<file path="config.mk">
export PLATFORM = sky130hd
export DESIGN_NAME = gnss_time_frame_dimmer
export DESIGN_NICKNAME = d
export VERILOG_FILES = /design/src/rtl/gtfd_pkg.sv /design/src/rtl/gnss_time_frame_dimmer.sv
export SDC_FILE = /design/constraint.sdc
export NUM_CORES = 1
export LEC_CHECK = 0
export ABC_AREA = 0
export BUFFER_PORTS_ARGS = -buffer_cell sky130_fd_sc_hd__buf_2
export CAP_MARGIN = 40
export CORE_UTILIZATION = 40
export DETAILED_ROUTE_END_ITERATION = 16
export PLACE_DENSITY = 0.69
export SYNTH_ARGS = -nofsm -noshare
export SYNTH_HDL_FRONTEND = slang
export SYNTH_SLANG_ARGS = --single-unit
</file>
<file path="constraint.sdc">
create_clock -name aclk -period 8.1 [get_ports aclk]
set_input_delay 0.405 -clock aclk [delete_from_list [all_inputs] [get_ports aclk]]
set_output_delay 0.405 -clock aclk [all_outputs]
set_load 0.1 [all_outputs]
</file>
<file path="src/rtl/gtfd_pkg.sv">
// Shared types and constants of the time frame dimmer.
package gtfd_pkg;

    typedef struct packed {
        logic       kind;
        logic [7:0] rx_byte;
    } gtfd_in_t;

    typedef struct packed {
        logic       tx_valid;
        logic [7:0] tx_char;
        logic [7:0] duty_out;
        logic       drive_out;
        logic       led_out;
    } gtfd_out_t;

    localparam logic       KIND_BYTE = 1'b0;
    localparam logic       KIND_IDLE = 1'b1;

    localparam logic [7:0] SYNC_ONE   = 8'hB5;
    localparam logic [7:0] SYNC_TWO   = 8'h62;
    localparam logic [7:0] CLASS_NAV  = 8'h01;
    localparam logic [7:0] ID_TIMEUTC = 8'h21;
    localparam logic [7:0] SET_START  = 8'hB9;

    localparam logic [7:0] CHAR_READY   = 8'h52;
    localparam logic [7:0] CHAR_UPDATED = 8'h55;

    localparam logic [7:0] IDLE_RESET = 8'd250;

    localparam logic [15:0] WINTER_FROM  = 16'd1031;
    localparam logic [15:0] WINTER_UNTIL = 16'd331;
    localparam logic [15:0] OFFSET_WINTER = 16'd200;
    localparam logic [15:0] OFFSET_SUMMER = 16'd100;

    // Frame positions.
    localparam logic [6:0] POS_START     = 7'd0;
    localparam logic [6:0] POS_SYNC_ONE  = 7'd1;
    localparam logic [6:0] POS_SYNC_TWO  = 7'd2;
    localparam logic [6:0] POS_CLASS     = 7'd3;
    localparam logic [6:0] POS_ID        = 7'd4;
    localparam logic [6:0] POS_MONTH     = 7'd21;
    localparam logic [6:0] POS_MINUTE    = 7'd24;
    localparam logic [6:0] POS_FLAGS     = 7'd26;
    localparam logic [6:0] POS_TIME_CKA  = 7'd27;
    localparam logic [6:0] POS_TIME_END  = 7'd28;
    localparam logic [6:0] POS_SET_PRE   = 7'd99;
    localparam logic [6:0] POS_SET_FIRST = 7'd100;
    localparam logic [6:0] POS_SET_LAST  = 7'd105;
    localparam logic [6:0] POS_SET_CKA   = 7'd106;
    localparam logic [6:0] POS_SET_END   = 7'd107;

    // Captured payload slots.
    localparam int CAP_DEPTH = 11;
    localparam logic [3:0] CAP_ON_HIGH  = 4'd0;
    localparam logic [3:0] CAP_ON_LOW   = 4'd1;
    localparam logic [3:0] CAP_OFF_HIGH = 4'd2;
    localparam logic [3:0] CAP_OFF_LOW  = 4'd3;
    localparam logic [3:0] CAP_LIMIT    = 4'd4;
    localparam logic [3:0] CAP_SKIP     = 4'd5;
    localparam logic [3:0] CAP_MONTH    = 4'd6;
    localparam logic [3:0] CAP_DAY      = 4'd7;
    localparam logic [3:0] CAP_HOUR     = 4'd8;
    localparam logic [3:0] CAP_MINUTE   = 4'd9;
    localparam logic [3:0] CAP_FLAGS    = 4'd10;

    localparam int FLAG_UTC_VALID = 2;

endpackage

</file>
<file path="src/rtl/gnss_time_frame_dimmer.sv">
// Top level: serial frame parser that drives a timed lamp dimmer.
//
// Each input transfer is one received byte or one idle tick, and each yields
// exactly one result transfer carrying the lamp duty, drive, LED and any
// character to send. The block takes one input per clock: an input register
// feeds a single processing stage that updates the parser state and loads the
// result register, so throughput is one transfer per cycle, limited only by
// m_ready. Frames with a bad Fletcher checksum are
// dropped silently; idle_limit may be written through cfg_wr_en at any time
// the block is idle.
module gnss_time_frame_dimmer (
    input  logic                aclk,
    input  logic                aresetn,
    input  logic                s_valid,
    output logic                s_ready,
    input  gtfd_pkg::gtfd_in_t  s_data,
    output logic                m_valid,
    input  logic                m_ready,
    output gtfd_pkg::gtfd_out_t m_data,
    input  logic                cfg_wr_en,
    input  logic [7:0]          cfg_wr_data
);
    import gtfd_pkg::*;

    logic       in_valid_reg;
    gtfd_in_t   in_data_reg;
    logic       out_valid_reg;
    gtfd_out_t  out_data_reg;
    gtfd_out_t  out_data_next;
    logic       proc_fire;

    logic [7:0]  idle_limit_reg;
    logic [6:0]  frame_pos_reg,    frame_pos_next;
    logic [7:0]  sum_a_reg,        sum_a_next;
    logic [7:0]  sum_b_reg,        sum_b_next;
    logic [15:0] window_start_reg, window_start_next;
    logic [15:0] window_end_reg,   window_end_next;
    logic [7:0]  duty_limit_reg,   duty_limit_next;
    logic [7:0]  skip_setting_reg, skip_setting_next;
    logic [7:0]  skip_count_reg,   skip_count_next;
    logic [7:0]  duty_level_reg,   duty_level_next;
    logic        drive_state_reg,  drive_state_next;
    logic        led_state_reg,    led_state_next;
    logic [7:0]  idle_count_reg,   idle_count_next;
    logic [7:0]  cap_reg [CAP_DEPTH];
    logic [7:0]  ck_a_reg;

    logic [7:0]  rx;
    logic [6:0]  pos;
    logic        hdr_bad;
    logic [6:0]  pos_eff;
    logic [7:0]  base_a, base_b, acc_a, acc_b;
    logic        in_sum;
    logic        frame_end;
    logic        check_ok;
    logic [15:0] date, local_time;
    logic        in_window;

    // Handshake: the input register drains whenever the result register can load.
    assign proc_fire = in_valid_reg && (!out_valid_reg || m_ready);
    assign s_ready   = !in_valid_reg || proc_fire;
    assign m_valid   = out_valid_reg;
    assign m_data    = out_data_reg;

    assign rx  = in_data_reg.rx_byte;
    assign pos = frame_pos_reg;

    // A header mismatch restarts the parser; a settings start byte at the
    // first header position opens a settings frame instead.
    assign hdr_bad = (pos == POS_SYNC_ONE && rx != SYNC_ONE) ||
                     (pos == POS_SYNC_TWO && rx != SYNC_TWO) ||
                     (pos == POS_CLASS    && rx != CLASS_NAV) ||
                     (pos == POS_ID       && rx != ID_TIMEUTC);
    assign pos_eff = !hdr_bad ? pos :
                     ((pos == POS_SYNC_ONE && rx == SET_START) ? POS_SET_PRE : POS_START);

    assign base_a = hdr_bad ? 8'd0 : sum_a_reg;
    assign base_b = hdr_bad ? 8'd0 : sum_b_reg;
    assign in_sum = (pos_eff >= POS_CLASS && pos_eff <= POS_FLAGS) ||
                    (pos_eff >= POS_SET_FIRST && pos_eff <= POS_SET_LAST);
    assign acc_a  = in_sum ? 8'(base_a + rx) : base_a;
    assign acc_b  = in_sum ? 8'(base_b + acc_a) : base_b;

    assign frame_end = (pos_eff == POS_TIME_END) || (pos_eff == POS_SET_END);
    // The second check byte is the current byte itself.
    assign check_ok  = (acc_a == ck_a_reg) && (acc_b == rx);

    assign date = 16'({8'd0, cap_reg[CAP_MONTH]} * 16'd100) + {8'd0, cap_reg[CAP_DAY]};
    assign local_time = ((date >= WINTER_FROM || date < WINTER_UNTIL) ?
                         OFFSET_WINTER : OFFSET_SUMMER)
                        + 16'({8'd0, cap_reg[CAP_HOUR]} * 16'd100)
                        + {8'd0, cap_reg[CAP_MINUTE]};
    assign in_window = (local_time >= window_start_reg && local_time < window_end_reg) ||
                       ((local_time >= window_start_reg || local_time < window_end_reg) &&
                        window_start_reg > window_end_reg);

    always_comb begin
        frame_pos_next    = frame_pos_reg;
        sum_a_next        = sum_a_reg;
        sum_b_next        = sum_b_reg;
        window_start_next = window_start_reg;
        window_end_next   = window_end_reg;
        duty_limit_next   = duty_limit_reg;
        skip_setting_next = skip_setting_reg;
        skip_count_next   = skip_count_reg;
        duty_level_next   = duty_level_reg;
        drive_state_next  = drive_state_reg;
        led_state_next    = led_state_reg;
        idle_count_next   = idle_count_reg;
        out_data_next.tx_valid = 1'b0;
        out_data_next.tx_char  = 8'd0;

        if (in_data_reg.kind == KIND_IDLE) begin
            if (idle_count_reg == idle_limit_reg) begin
                out_data_next.tx_valid = 1'b1;
                out_data_next.tx_char  = CHAR_READY;
                led_state_next  = 1'b0;
                idle_count_next = idle_count_reg + 8'd1;
            end else if (idle_count_reg < idle_limit_reg) begin
                idle_count_next = idle_count_reg + 8'd1;
            end
        end else begin
            idle_count_next = 8'd0;
            sum_a_next      = acc_a;
            sum_b_next      = acc_b;
            frame_pos_next  = pos_eff + 7'd1;
            if (frame_end) begin
                if (check_ok) begin
                    if (pos_eff == POS_SET_END) begin
                        window_start_next = {cap_reg[CAP_ON_HIGH], cap_reg[CAP_ON_LOW]};
                        window_end_next   = {cap_reg[CAP_OFF_HIGH], cap_reg[CAP_OFF_LOW]};
                        duty_limit_next   = cap_reg[CAP_LIMIT];
                        skip_setting_next = cap_reg[CAP_SKIP];
                        out_data_next.tx_valid = 1'b1;
                        out_data_next.tx_char  = CHAR_UPDATED;
                    end else if (cap_reg[CAP_FLAGS][FLAG_UTC_VALID]) begin
                        led_state_next = 1'b1;
                        if (skip_count_reg < skip_setting_reg) begin
                            skip_count_next = skip_count_reg + 8'd1;
                        end else begin
                            skip_count_next = 8'd0;
                            if (in_window) begin
                                if (duty_level_reg < duty_limit_reg) begin
                                    duty_level_next = duty_level_reg + 8'd1;
                                end else if (duty_level_reg > duty_limit_reg) begin
                                    duty_level_next = duty_level_reg - 8'd1;
                                end
                                drive_state_next = 1'b1;
                            end else if (duty_level_reg != 8'd0) begin
                                duty_level_next = duty_level_reg - 8'd1;
                            end else begin
                                drive_state_next = 1'b0;
                            end
                        end
                    end
                end
                sum_a_next     = 8'd0;
                sum_b_next     = 8'd0;
                frame_pos_next = POS_SYNC_ONE;
            end
        end

        out_data_next.duty_out  = duty_level_next;
        out_data_next.drive_out = drive_state_next;
        out_data_next.led_out   = led_state_next;
    end

    always_ff @(posedge aclk) begin
        if (!aresetn) begin
            in_valid_reg     <= 1'b0;
            out_valid_reg    <= 1'b0;
            idle_limit_reg   <= IDLE_RESET;
            frame_pos_reg    <= POS_START;
            sum_a_reg        <= 8'd0;
            sum_b_reg        <= 8'd0;
            window_start_reg <= 16'd0;
            window_end_reg   <= 16'd0;
            duty_limit_reg   <= 8'd0;
            skip_setting_reg <= 8'd0;
            skip_count_reg   <= 8'd0;
            duty_level_reg   <= 8'd0;
            drive_state_reg  <= 1'b0;
            led_state_reg    <= 1'b0;
            idle_count_reg   <= 8'd0;
        end else begin
            if (s_ready) begin
                in_valid_reg <= s_valid;
            end
            if (proc_fire) begin
                out_valid_reg <= 1'b1;
            end else if (m_ready) begin
                out_valid_reg <= 1'b0;
            end
            if (cfg_wr_en) begin
                idle_limit_reg <= cfg_wr_data;
            end
            if (proc_fire) begin
                frame_pos_reg    <= frame_pos_next;
                sum_a_reg        <= sum_a_next;
                sum_b_reg        <= sum_b_next;
                window_start_reg <= window_start_next;
                window_end_reg   <= window_end_next;
                duty_limit_reg   <= duty_limit_next;
                skip_setting_reg <= skip_setting_next;
                skip_count_reg   <= skip_count_next;
                duty_level_reg   <= duty_level_next;
                drive_state_reg  <= drive_state_next;
                led_state_reg    <= led_state_next;
                idle_count_reg   <= idle_count_next;
            end
        end
    end

    // Payload registers and the capture store carry no reset.
    always_ff @(posedge aclk) begin
        if (s_valid && s_ready) begin
            in_data_reg <= s_data;
        end
        if (proc_fire) begin
            out_data_reg <= out_data_next;
        end
        if (proc_fire && in_data_reg.kind == KIND_BYTE) begin
            if (pos_eff >= POS_SET_FIRST && pos_eff <= POS_SET_LAST) begin
                cap_reg[4'(pos_eff - POS_SET_FIRST)] <= rx;
            end else if (pos_eff >= POS_MONTH && pos_eff <= POS_MINUTE) begin
                cap_reg[4'(pos_eff - POS_MONTH) + CAP_MONTH] <= rx;
            end else if (pos_eff == POS_FLAGS) begin
                cap_reg[CAP_FLAGS] <= rx;
            end else if (pos_eff == POS_TIME_CKA || pos_eff == POS_SET_CKA) begin
                ck_a_reg <= rx;
            end
        end
    end

endmodule

</file>
==> out/summary.txt, run 1 <==
Worst slew pin tran = 0.854 ns
CP dominant cell by count = a21o_1
HP Class = in -> reg
Placed Cells incl. Taps = 1974
Number of synthesis warnings = 0
Max Cap Violations = 0
Endpoints failing hold = 0
Number of remaining DRC errors = 0
Failing checks = setup timing
Clk_skew = 0.0292 ns
Fraction of registers with async set/reset = 0
Top cell type's share of synthesized area = 0.241
DP Area = 0.0149 mm²
Final worst path period share = 1.01
CP max stage delay = 0.56 ns
Sink Count = 218
Slew HR = 0.429
Crit end category = flop
Max Buffers Root-to-Sink = 3
Via count = 11100
Area contributors post-synth = edfxtp_1 (24%), dfxtp_1 (15%), ha_1 (15%)
Post-synthesis area per instance = 9.43 µm²
DR vias/cell = 5.46
Die Y = 188 µm
Maximum vdd drop = 0.139 mV
Global-route wire length before repair = 54100 µm
Final ANT Viol Nets = 0
Number of library cell types mapped by synthesis = 84
Number of antenna violations at the first check in global routing = 0
# fillers = 3042
CP max FO = 6
Max Clock Freq = 122 MHz
EDFF count, synth = 111
Total track usage = 0.186
Clk pin slew, worst setup/hold paths = 0.07 ns
FF+latch count, synth = 218
Initial Util = 0.410
Number of placement rows = 67
Root Buffer = clkbuf_16
Total Power = 2.46 mW
Routed wire length = 33500 µm
Initial detailed-routing violation count = 688
Post-layout net count = 1768
CTS H-tree lvls = 1
Post-route cell area = 0.0163 mm²
Final min period = 8.21 ns
Leak = 6.66 nW
IO Pins = 43
Critical Path RT = 8.57 ns
Synth Flop Type = edfxtp_1
Largest net degree at the start of global routing = 66
Slowest-stage cell, CP = fa_1
Vias in the first global route = 11100
Routability cong. = 0.946
Pwr Density = 151 mW/mm²
CTS tree = built
Max-slew violations = 0
Area leader, netlist = edfxtp_1
I/O Buffers = 39
Syn Inst Count = 1470
Crit start category = flop
Die Width = 188 µm
Most common cell after layout, fill and taps aside = nand2_1
Worst setup path class = reg -> reg
Core Box Area = 0.0338 mm²
CTS Buf Count = 25
Fraction of layout cells with a size suffix above 1 = 0.165
HPWL Detailed = 23600 µm
Clk_lat worst skew = 0.54 ns
Synth Cell Area = 0.0139 mm²
Final setup viols = 13
Non-Filler Instances = 2030
Final TNS setup = -0.430 ns
Final WS setup = -0.111 ns
Die Area = 0.0354 mm²
Number of flip-flops in the largest register = 81
Status = complete, but fails checks
DR WL/cell = 16.5 µm
Area Overhead vs Synth = 17.8%
Commonest cells after routing, fill and taps aside = nand2_1 (173), ha_1 (156), inv_1 (129)
Antenna diodes = 0
Hold_buf cts = 0
Unrepaired setup endpoints after global routing = true
CP Data Arrival Time = 8.68 ns
Worst slack, placed = -0.337 ns
Drt pass-1 iters = 5
Seq/Total Area, Yosys = 0.395
Gr ovfl total = 0
power breakdown:
| part | switching [mW] | internal [mW] | leakage (nW) |
|---|---|---|---|
| Clock | 0.475 | 0.682 | 0.411 |
| Sequential | 0.0105 | 1.17 | 1.87 |
| Combinational | 0.0936 | 0.0279 | 4.38 |
cells by family (layout without fill, tap and decap cells):
group | Yosys count | after routing | synth area share
buffers and inverters | 191 | 301 | 0.0555
AOI/OAI and AO/OA | 370 | 370 | 0.171
xor gates and xnor gates | 68 | 68 | 0.0451
and+or+nand+nor | 424 | 424 | 0.149
DFF | 218 | 218 | 0.395
adders and majority gates | 182 | 182 | 0.172
muxes | 16 | 16 | 0.0124
other | 1 | 3 | 0.000271
cells in the mapped netlist, types with 9 or more instances:
cell type	n
clkbuf_1	36
nand2_1	175
mux2_2	9
a31oi_1	15
edfxtp_1	111
o21ai_0	83
or3_1	13
nand4_1	18
and3_1	24
o21bai_1	9
dfxtp_1	107
a211oi_1	12
buf_2	9
nor2_1	80
nor4_1	9
xor2_1	24
a21o_1	41
inv_1	133
nand2b_1	15
nor3_1	14
xnor2_1	42
nand3_1	29
ha_1	168
or2_2	9
a21oi_1	124
fa_1	14
layer usage:
layer,GRT usage,up-vias,wire [µm],part of all wire
met2,0.330,203,16500,0.49
met1,0.230,5352,14800,0.44
met3,0.0223,75,1120,0.033
met4,0.0685,0,1080,0.032
li1,-,5463,-,-
met5,0,-,0,0
area by class of cell:
class | instances | area, µm² | share of cell area
clock buffer | 32 | 703 | 0.0431
clock inverter | 13 | 140 | 0.00858
inverter | 134 | 503 | 0.0308
multi-input combinational | 1063 | 8090 | 0.495
sequential | 218 | 5480 | 0.335
tap | 448 | 561 | 0.0343
timing repair buffer | 122 | 858 | 0.0526
per-stage QoR:
step | utilization | hold WS, ns
3_3_place_gp | 0.441 | 0.432
5_1_grt | 0.483 | 0.0401
4_1_cts | 0.470 | 0.0338
3_5_place_dp | 0.442 | 0.441
6_report | 0.483 | 0.0533
2_1_floorplan | - | 0.417
worst paths after layout:
kind,cells after the start,startpoint,slack [ns],end
min,1,s_data[4],0.05,rx[4]$_DFFE_PP_
min reg2reg,2,duty_limit_reg[4]$_SDFFE_PN0P_,0.45,duty_limit_reg[4]$_SDFFE_PN0P_
max,39,cap_reg[6][1]$_DFFE_PP_,-0.11,duty_level_reg[5]$_SDFFE_PN0P_
max reg2reg,39,cap_reg[6][1]$_DFFE_PP_,-0.11,duty_level_reg[5]$_SDFFE_PN0P_
worst max-delay path: cells and delay by family, from the launching register on:
kind	cells	cell delay [ns]
AO/OA/AOI/OAI	15	2.57
XOR/XNOR	2	0.33
adder cells (fa/ha/maj)	9	2.81
buffers and inverters	6	0.69
flip-flops	1	0.42
AND/OR/NAND/NOR	7	1.32
repair_timing:
action                     in CTS  in global routing
gates cloned                    1                  0
buffers inserted                3                  7
pin swaps                       5                 56
setup endpoints to repair      18                 18
resized for setup              20                 76
(Power assumes the default switching activity.)
==> run 2, diff against run 1 <==
Settings changed: CTS_BUF_LIST set to sky130_fd_sc_hd__clkbuf_4 sky130_fd_sc_hd__clkbuf_8.
==> run 2 against run 1 <==
The run still ends with setup timing left; die area unchanged; sequential share of layout area fell by 0.064 points; first-iteration DRC count down 11%; flip-flop and latch count unchanged; clock power about the same; combinational power barely moved; via count rose by 0.64%; worst setup slack improved by 0.051 ns.
==> out/summary.txt, run 2 (synthesized netlist as in run 1, its figures left out) <==
Hold_ws = 0.0417 ns (-0.0117 ns)
Max-slew violations = 0 (unchanged)
Status = complete, but fails checks
Critical Path RT = 8.41 ns (-0.16 ns)
Worst slew pin tran = 0.846 ns (-0.00750 ns)
Crit start category = flop
Vias in the first global route = 11200 (+0.36%)
DR vias/cell = 5.43 (-0.63%)
Die Area = 0.0354 mm² (unchanged)
DR WL/cell = 16.4 µm (-0.90%)
Slew HR = 0.434 (+0.00502)
Final worst path period share = 1.01 (-0.00634)
HP Class = in -> reg
Hold_buf cts = 0 (unchanged)
Sink Count = 218 (unchanged)
Final setup viols = 9 (-4)
Final WS setup = -0.0596 ns (+0.0513 ns)
Clk pin slew, worst setup/hold paths = 0.06 ns (about the same)
HPWL Detailed = 23600 µm (unchanged)
Gr ovfl total = 0 (unchanged)
Global-route wire length before repair = 53900 µm (-0.45%)
Met2 usage = 0.329 (-0.00114)
Initial Util = 0.410 (unchanged)
Unrepaired setup endpoints after global routing = true
Final ANT Viol Nets = 0 (unchanged)
CP Data Arrival Time = 8.47 ns (-0.21 ns)
CP dominant cell by count = a21o_1
Total Power = 2.43 mW (-1.2%)
Core Box Area = 0.0338 mm² (unchanged)
Number of antenna violations at the first check in global routing = 0 (unchanged)
CTS tree = built
Crit end category = flop
Fraction of layout cells with a size suffix above 1 = 0.179 (+0.0141)
Commonest cells after routing, fill and taps aside = nand2_1 (174), ha_1 (156), inv_1 (129)
Number of flip-flops in the largest register = 81 (unchanged)
Grt met3 use = 0.0299 (+0.00767)
Post-layout net count = 1781 (+0.74%)
Max Cap Violations = 0 (unchanged)
Largest net degree at the start of global routing = 66 (unchanged)
Final min period = 8.16 ns (-0.0513 ns)
Leak = 6.70 nW (+0.60%)
Worst setup path class = reg -> reg
Initial detailed-routing violation count = 609 (-11%)
# fillers = 3032 (-0.33%)
Die Width = 188 µm (unchanged)
I/O Buffers = 39 (unchanged)
Drt pass-1 iters = 6 (+1)
Failing checks = setup timing
Max Buffers Root-to-Sink = 3 (unchanged)
CTS Buf Count = 39 (+56%)
Via count = 11200 (+0.64%)
Number of remaining DRC errors = 0 (unchanged)
CP max FO = 7 (+1)
CTS H-tree lvls = 2 (+1)
Routability cong. = 0.946 (unchanged)
Clk_skew = 0.0310 ns (+0.00185 ns)
Max Clock Freq = 123 MHz (+0.63%)
Routed wire length = 33600 µm (+0.37%)
Clk_lat worst skew = 0.55 ns (about the same)
Endpoints failing hold = 0 (unchanged)
Root Buffer = clkbuf_8
Final TNS setup = -0.254 ns (+0.175 ns)
Pwr Density = 149 mW/mm² (-1.3%)
Antenna diodes = 0 (unchanged)
Number of placement rows = 67 (unchanged)
IO Pins = 43 (unchanged)
GRT busiest layer = met2
Total track usage = 0.187 (+0.000734)
Die Y = 188 µm (unchanged)
Most common cell after layout, fill and taps aside = nand2_1
Area Overhead vs Synth = 18.0%
Maximum vdd drop = 0.0884 mV (-36%)
Slowest-stage cell, CP = fa_1
Global routing usage on met1 = 0.228 (-0.00210)
CP max stage delay = 0.56 ns (about the same)
Worst slack, placed = -0.337 ns (unchanged)
==> run 2: cell types whose count changed in the layout (fill, tap and decap cells not counted), sizes merged <==
cell | previous run | this run
inv | 137 | 134
bufinv | 2 | 3
clkinv | 6 | 9
clkbuf | 33 | 59
clkinvlp | 2 | 1
==> run 2: final cells by class <==
class / instances / area [µm²] / area share
clock buffer: 59 / 712 / 0.0435
clock inverter: 13 / 153 / 0.00933
inverter: 134 / 503 / 0.0307
multi-input combinational: 1063 / 8090 / 0.495
sequential: 218 / 5480 / 0.335
tap: 448 / 561 / 0.0343
timing repair buffer: 121 / 862 / 0.0527
==> run 2: through the flow <==
| step | cells | cell area, µm² | utilization |
|---|---|---|---|
| floorplan | 1472 | 13900 | - |
| global placement | 1971 | 14900 | 0.441 |
| detailed placement | 1974 | 14900 | 0.442 |
| CTS | 2049 | 15900 | 0.470 |
| global route | 2056 | 16400 | 0.484 |
| finish | 2056 | 16400 | 0.484 |
==> run 2: worst paths after layout <==
check | start | to | slack, ns | depth (start not counted)
max | cap_reg[6][1]$_DFFE_PP_ | m_data[9]$_DFFE_PP_ | -0.06 | 38
min | s_data[8] | in_data_reg[8]$_DFFE_PP_ | 0.04 | 1
max reg2reg | cap_reg[6][1]$_DFFE_PP_ | m_data[9]$_DFFE_PP_ | -0.06 | 38
min reg2reg | duty_limit_reg[4]$_SDFFE_PN0P_ | duty_limit_reg[4]$_SDFFE_PN0P_ | 0.45 | 2
==> run 2: where the power goes <==
part	total, mW	leakage, nW	internal [mW]	switching, mW
Clock	1.13	0.455	0.662	0.466
Sequential	1.18	1.87	1.17	0.0104
Combinational	0.121	4.38	0.0279	0.0934
Total	2.43	6.70	1.86	0.570
==> run 2: worst max-delay path: cells and delay by family (launching register included) <==
kind	cells	cell delay, ns
adder cells (fa/ha/maj)	9	2.95
AND/OR/NAND/NOR	6	1.08
flip-flops	1	0.42
XOR/XNOR	2	0.33
AO/OA/AOI/OAI	15	2.36
multiplexers	1	0.27
buffers and inverters	5	0.54
==> run 2: layer usage <==
layer  vias up  wire, µm
met3        61      1510
li1       5500         -
met1      5353     14800
met5         -         0
met4         0       786
met2       250     16600
==> run 2: repair_timing <==
| action | in CTS | in global routing |
|---|---|---|
| pin swaps | 5 | 50 |
| gates resized for setup | 19 | 85 |
| gates cloned | 0 | 1 |
| setup endpoints to repair | 18 | 18 |
| buffers inserted | 3 | 6 |
==> run 3, diff against run 2 <==
Settings changed: RECOVER_POWER set to 50.
==> run 3 against run 2 <==
The flow still finishes with violations (setup timing); die area stayed put; final area is 0.40% lower; clock skew is 0.0011 ns lower; first-iteration DRC count is 13% higher; non-clock buffer count stayed put; hold slack worse by 0.00052 ns; critical path type unchanged; critical path depth stayed put.
==> out/summary.txt, run 3 (synthesized netlist as in run 1, its figures left out) <==
Status = complete, but fails checks
Failing checks = setup timing
Final worst path period share = 1.01 (about the same)
Most common cell after layout, fill and taps aside = nand2_1
HPWL Detailed = 23600 µm (unchanged)
Number of remaining DRC errors = 0 (unchanged)
Final TNS setup = -0.274 ns (-0.0200 ns)
Die Width = 188 µm (unchanged)
Area Overhead vs Synth = 17.6%
Total Power = 2.42 mW (-0.19%)
Endpoints failing hold = 0 (unchanged)
CP max FO = 7 (unchanged)
Slew HR = 0.0391 (-0.395)
Max Cap Violations = 0 (unchanged)
Max Clock Freq = 123 MHz (about the same)
IO Pins = 43 (unchanged)
Commonest cells after routing, fill and taps aside = nand2_1 (174), ha_1 (156), inv_1 (129)
Core Box Area = 0.0338 mm² (unchanged)
Grt met3 use = 0.0299 (unchanged)
Worst slack, placed = -0.337 ns (unchanged)
Vias in the first global route = 11200 (unchanged)
Post-layout net count = 1781 (unchanged)
Leak = 6.61 nW (-1.3%)
DR vias/cell = 5.42 (about the same)
Worst setup path class = reg -> reg
Number of antenna violations at the first check in global routing = 0 (unchanged)
CTS H-tree lvls = 2 (unchanged)
Initial Util = 0.410 (unchanged)
Register area = 0.00548 mm² (unchanged)
# fillers = 3046 (+0.46%)
Die Y = 188 µm (unchanged)
Routability cong. = 0.946 (unchanged)
Number of placement rows = 67 (unchanged)
Area of the multi-input gates = 0.00809 mm² (about the same)
CTS Buf Count = 39 (unchanged)
Slowest-stage cell, CP = fa_1
Unrepaired setup endpoints after global routing = true
HP Class = in -> reg
Fraction of layout cells with a size suffix above 1 = 0.160 (-0.0193)
Max-slew violations = 0 (unchanged)
Crit start category = flop
Die Area = 0.0354 mm² (unchanged)
Antenna diodes = 0 (unchanged)
Worst slew pin tran = 1.44 ns (+0.595 ns)
Final min period = 8.16 ns (+0.00299 ns)
Root Buffer = clkbuf_8
Met2 usage = 0.329 (unchanged)
Largest net degree at the start of global routing = 66 (unchanged)
Final setup viols = 9 (unchanged)
CP Data Arrival Time = 8.47 ns (about the same)
Clk_skew = 0.0299 ns (-0.00109 ns)
GRT busiest layer = met2
Max Buffers Root-to-Sink = 3 (unchanged)
I/O Buffers = 39 (unchanged)
Final WS setup = -0.0625 ns (-0.00299 ns)
Global routing usage on met1 = 0.228 (unchanged)
Initial detailed-routing violation count = 686 (+13%)
Pwr Density = 149 mW/mm² (+0.20%)
Clk_lat worst skew = 0.55 ns (about the same)
CTS tree = built
Routed wire length = 33700 µm (+0.20%)
Drt pass-1 iters = 5 (-1)
Number of flip-flops in the largest register = 81 (unchanged)
Total track usage = 0.187 (unchanged)
Sink Count = 218 (unchanged)
DR WL/cell = 16.4 µm (+0.20%)
Maximum vdd drop = 0.0888 mV (+0.48%)
Final ANT Viol Nets = 0 (unchanged)
Global-route wire length before repair = 53900 µm (unchanged)
CP max stage delay = 0.56 ns (about the same)
Crit end category = flop
Gr ovfl total = 0 (unchanged)
Critical Path RT = 8.40 ns (about the same)
CP dominant cell by count = a21o_1
Clk pin slew, worst setup/hold paths = 0.06 ns (about the same)
Via count = 11200 (-0.099%)
run 3: cell types whose count changed in the layout (fill, tap and decap cells not counted), sizes merged:
| cell | previous run | this run |
|---|---|---|
| buf | 121 | 92 |
| clkbuf | 59 | 88 |
| clkinv | 9 | 10 |
| inv | 134 | 133 |
run 3: path summary, 6_finish.rpt:
kind                             startpoint                        endpoint  cells after the start  slack, ns
max                 cap_reg[6][1]$_DFFE_PP_             m_data[9]$_DFFE_PP_                     38      -0.06
min                               s_data[8]        in_data_reg[8]$_DFFE_PP_                      1       0.04
max reg2reg         cap_reg[6][1]$_DFFE_PP_             m_data[9]$_DFFE_PP_                     38      -0.06
min reg2reg  duty_limit_reg[4]$_SDFFE_PN0P_  duty_limit_reg[4]$_SDFFE_PN0P_                      2       0.45
run 3: where the power goes:
| group | internal [mW] | switching, mW | total [mW] | leakage [nW] |
|---|---|---|---|---|
| clock network | 0.662 | 0.465 | 1.13 | 0.455 |
| registers | 1.17 | 0.0104 | 1.18 | 1.87 |
| logic | 0.0246 | 0.0934 | 0.118 | 4.29 |
| total | 1.86 | 0.569 | 2.42 | 6.61 |
run 3: metrics by stage:
step	utilization	instances	hold WS [ns]	cell area (µm²)
floorplan	-	1472	0.417	13900
global placement	0.441	1971	0.432	14900
detailed placement	0.442	1974	0.441	14900
CTS	0.470	2049	0.00782	15900
global route	0.482	2056	0.00436	16300
finish	0.482	2056	0.0412	16300
run 3: cell type report:
| class | count | share of cell area |
|---|---|---|
| clock buffers | 59 | 0.0437 |
| multi-input cells | 1063 | 0.496 |
| well taps | 448 | 0.0344 |
| flip-flops and latches | 218 | 0.336 |
| clock inverters | 13 | 0.00937 |
| inverters | 134 | 0.0309 |
| repair buffers | 121 | 0.0493 |
run 3: metal layers:
layer	vias up	part of all wire
met5	-	0
met4	0	0.024
met3	70	0.049
met2	279	0.49
met1	5306	0.44
li1	5498	-
run 3: repair_timing:
action / 4_1_cts / 5_1_grt
pin swaps: 5 / 50
buffers inserted: 3 / 6
endpoints found under the hold margin: 0 / 0
endpoints found under the setup margin: 18 / 18
gates cloned: 0 / 1
resized for setup: 19 / 85
hold buffers: 0 / 0
run 3: worst max-delay path: cells and delay by family, from the launching register on:
kind	cells	cell delay [ns]
xor+xnor	2	0.33
simple gates	6	1.08
buf+inv	5	0.54
flops	1	0.42
mux	1	0.27
compound gates	15	2.36
fa+ha+maj	9	2.95
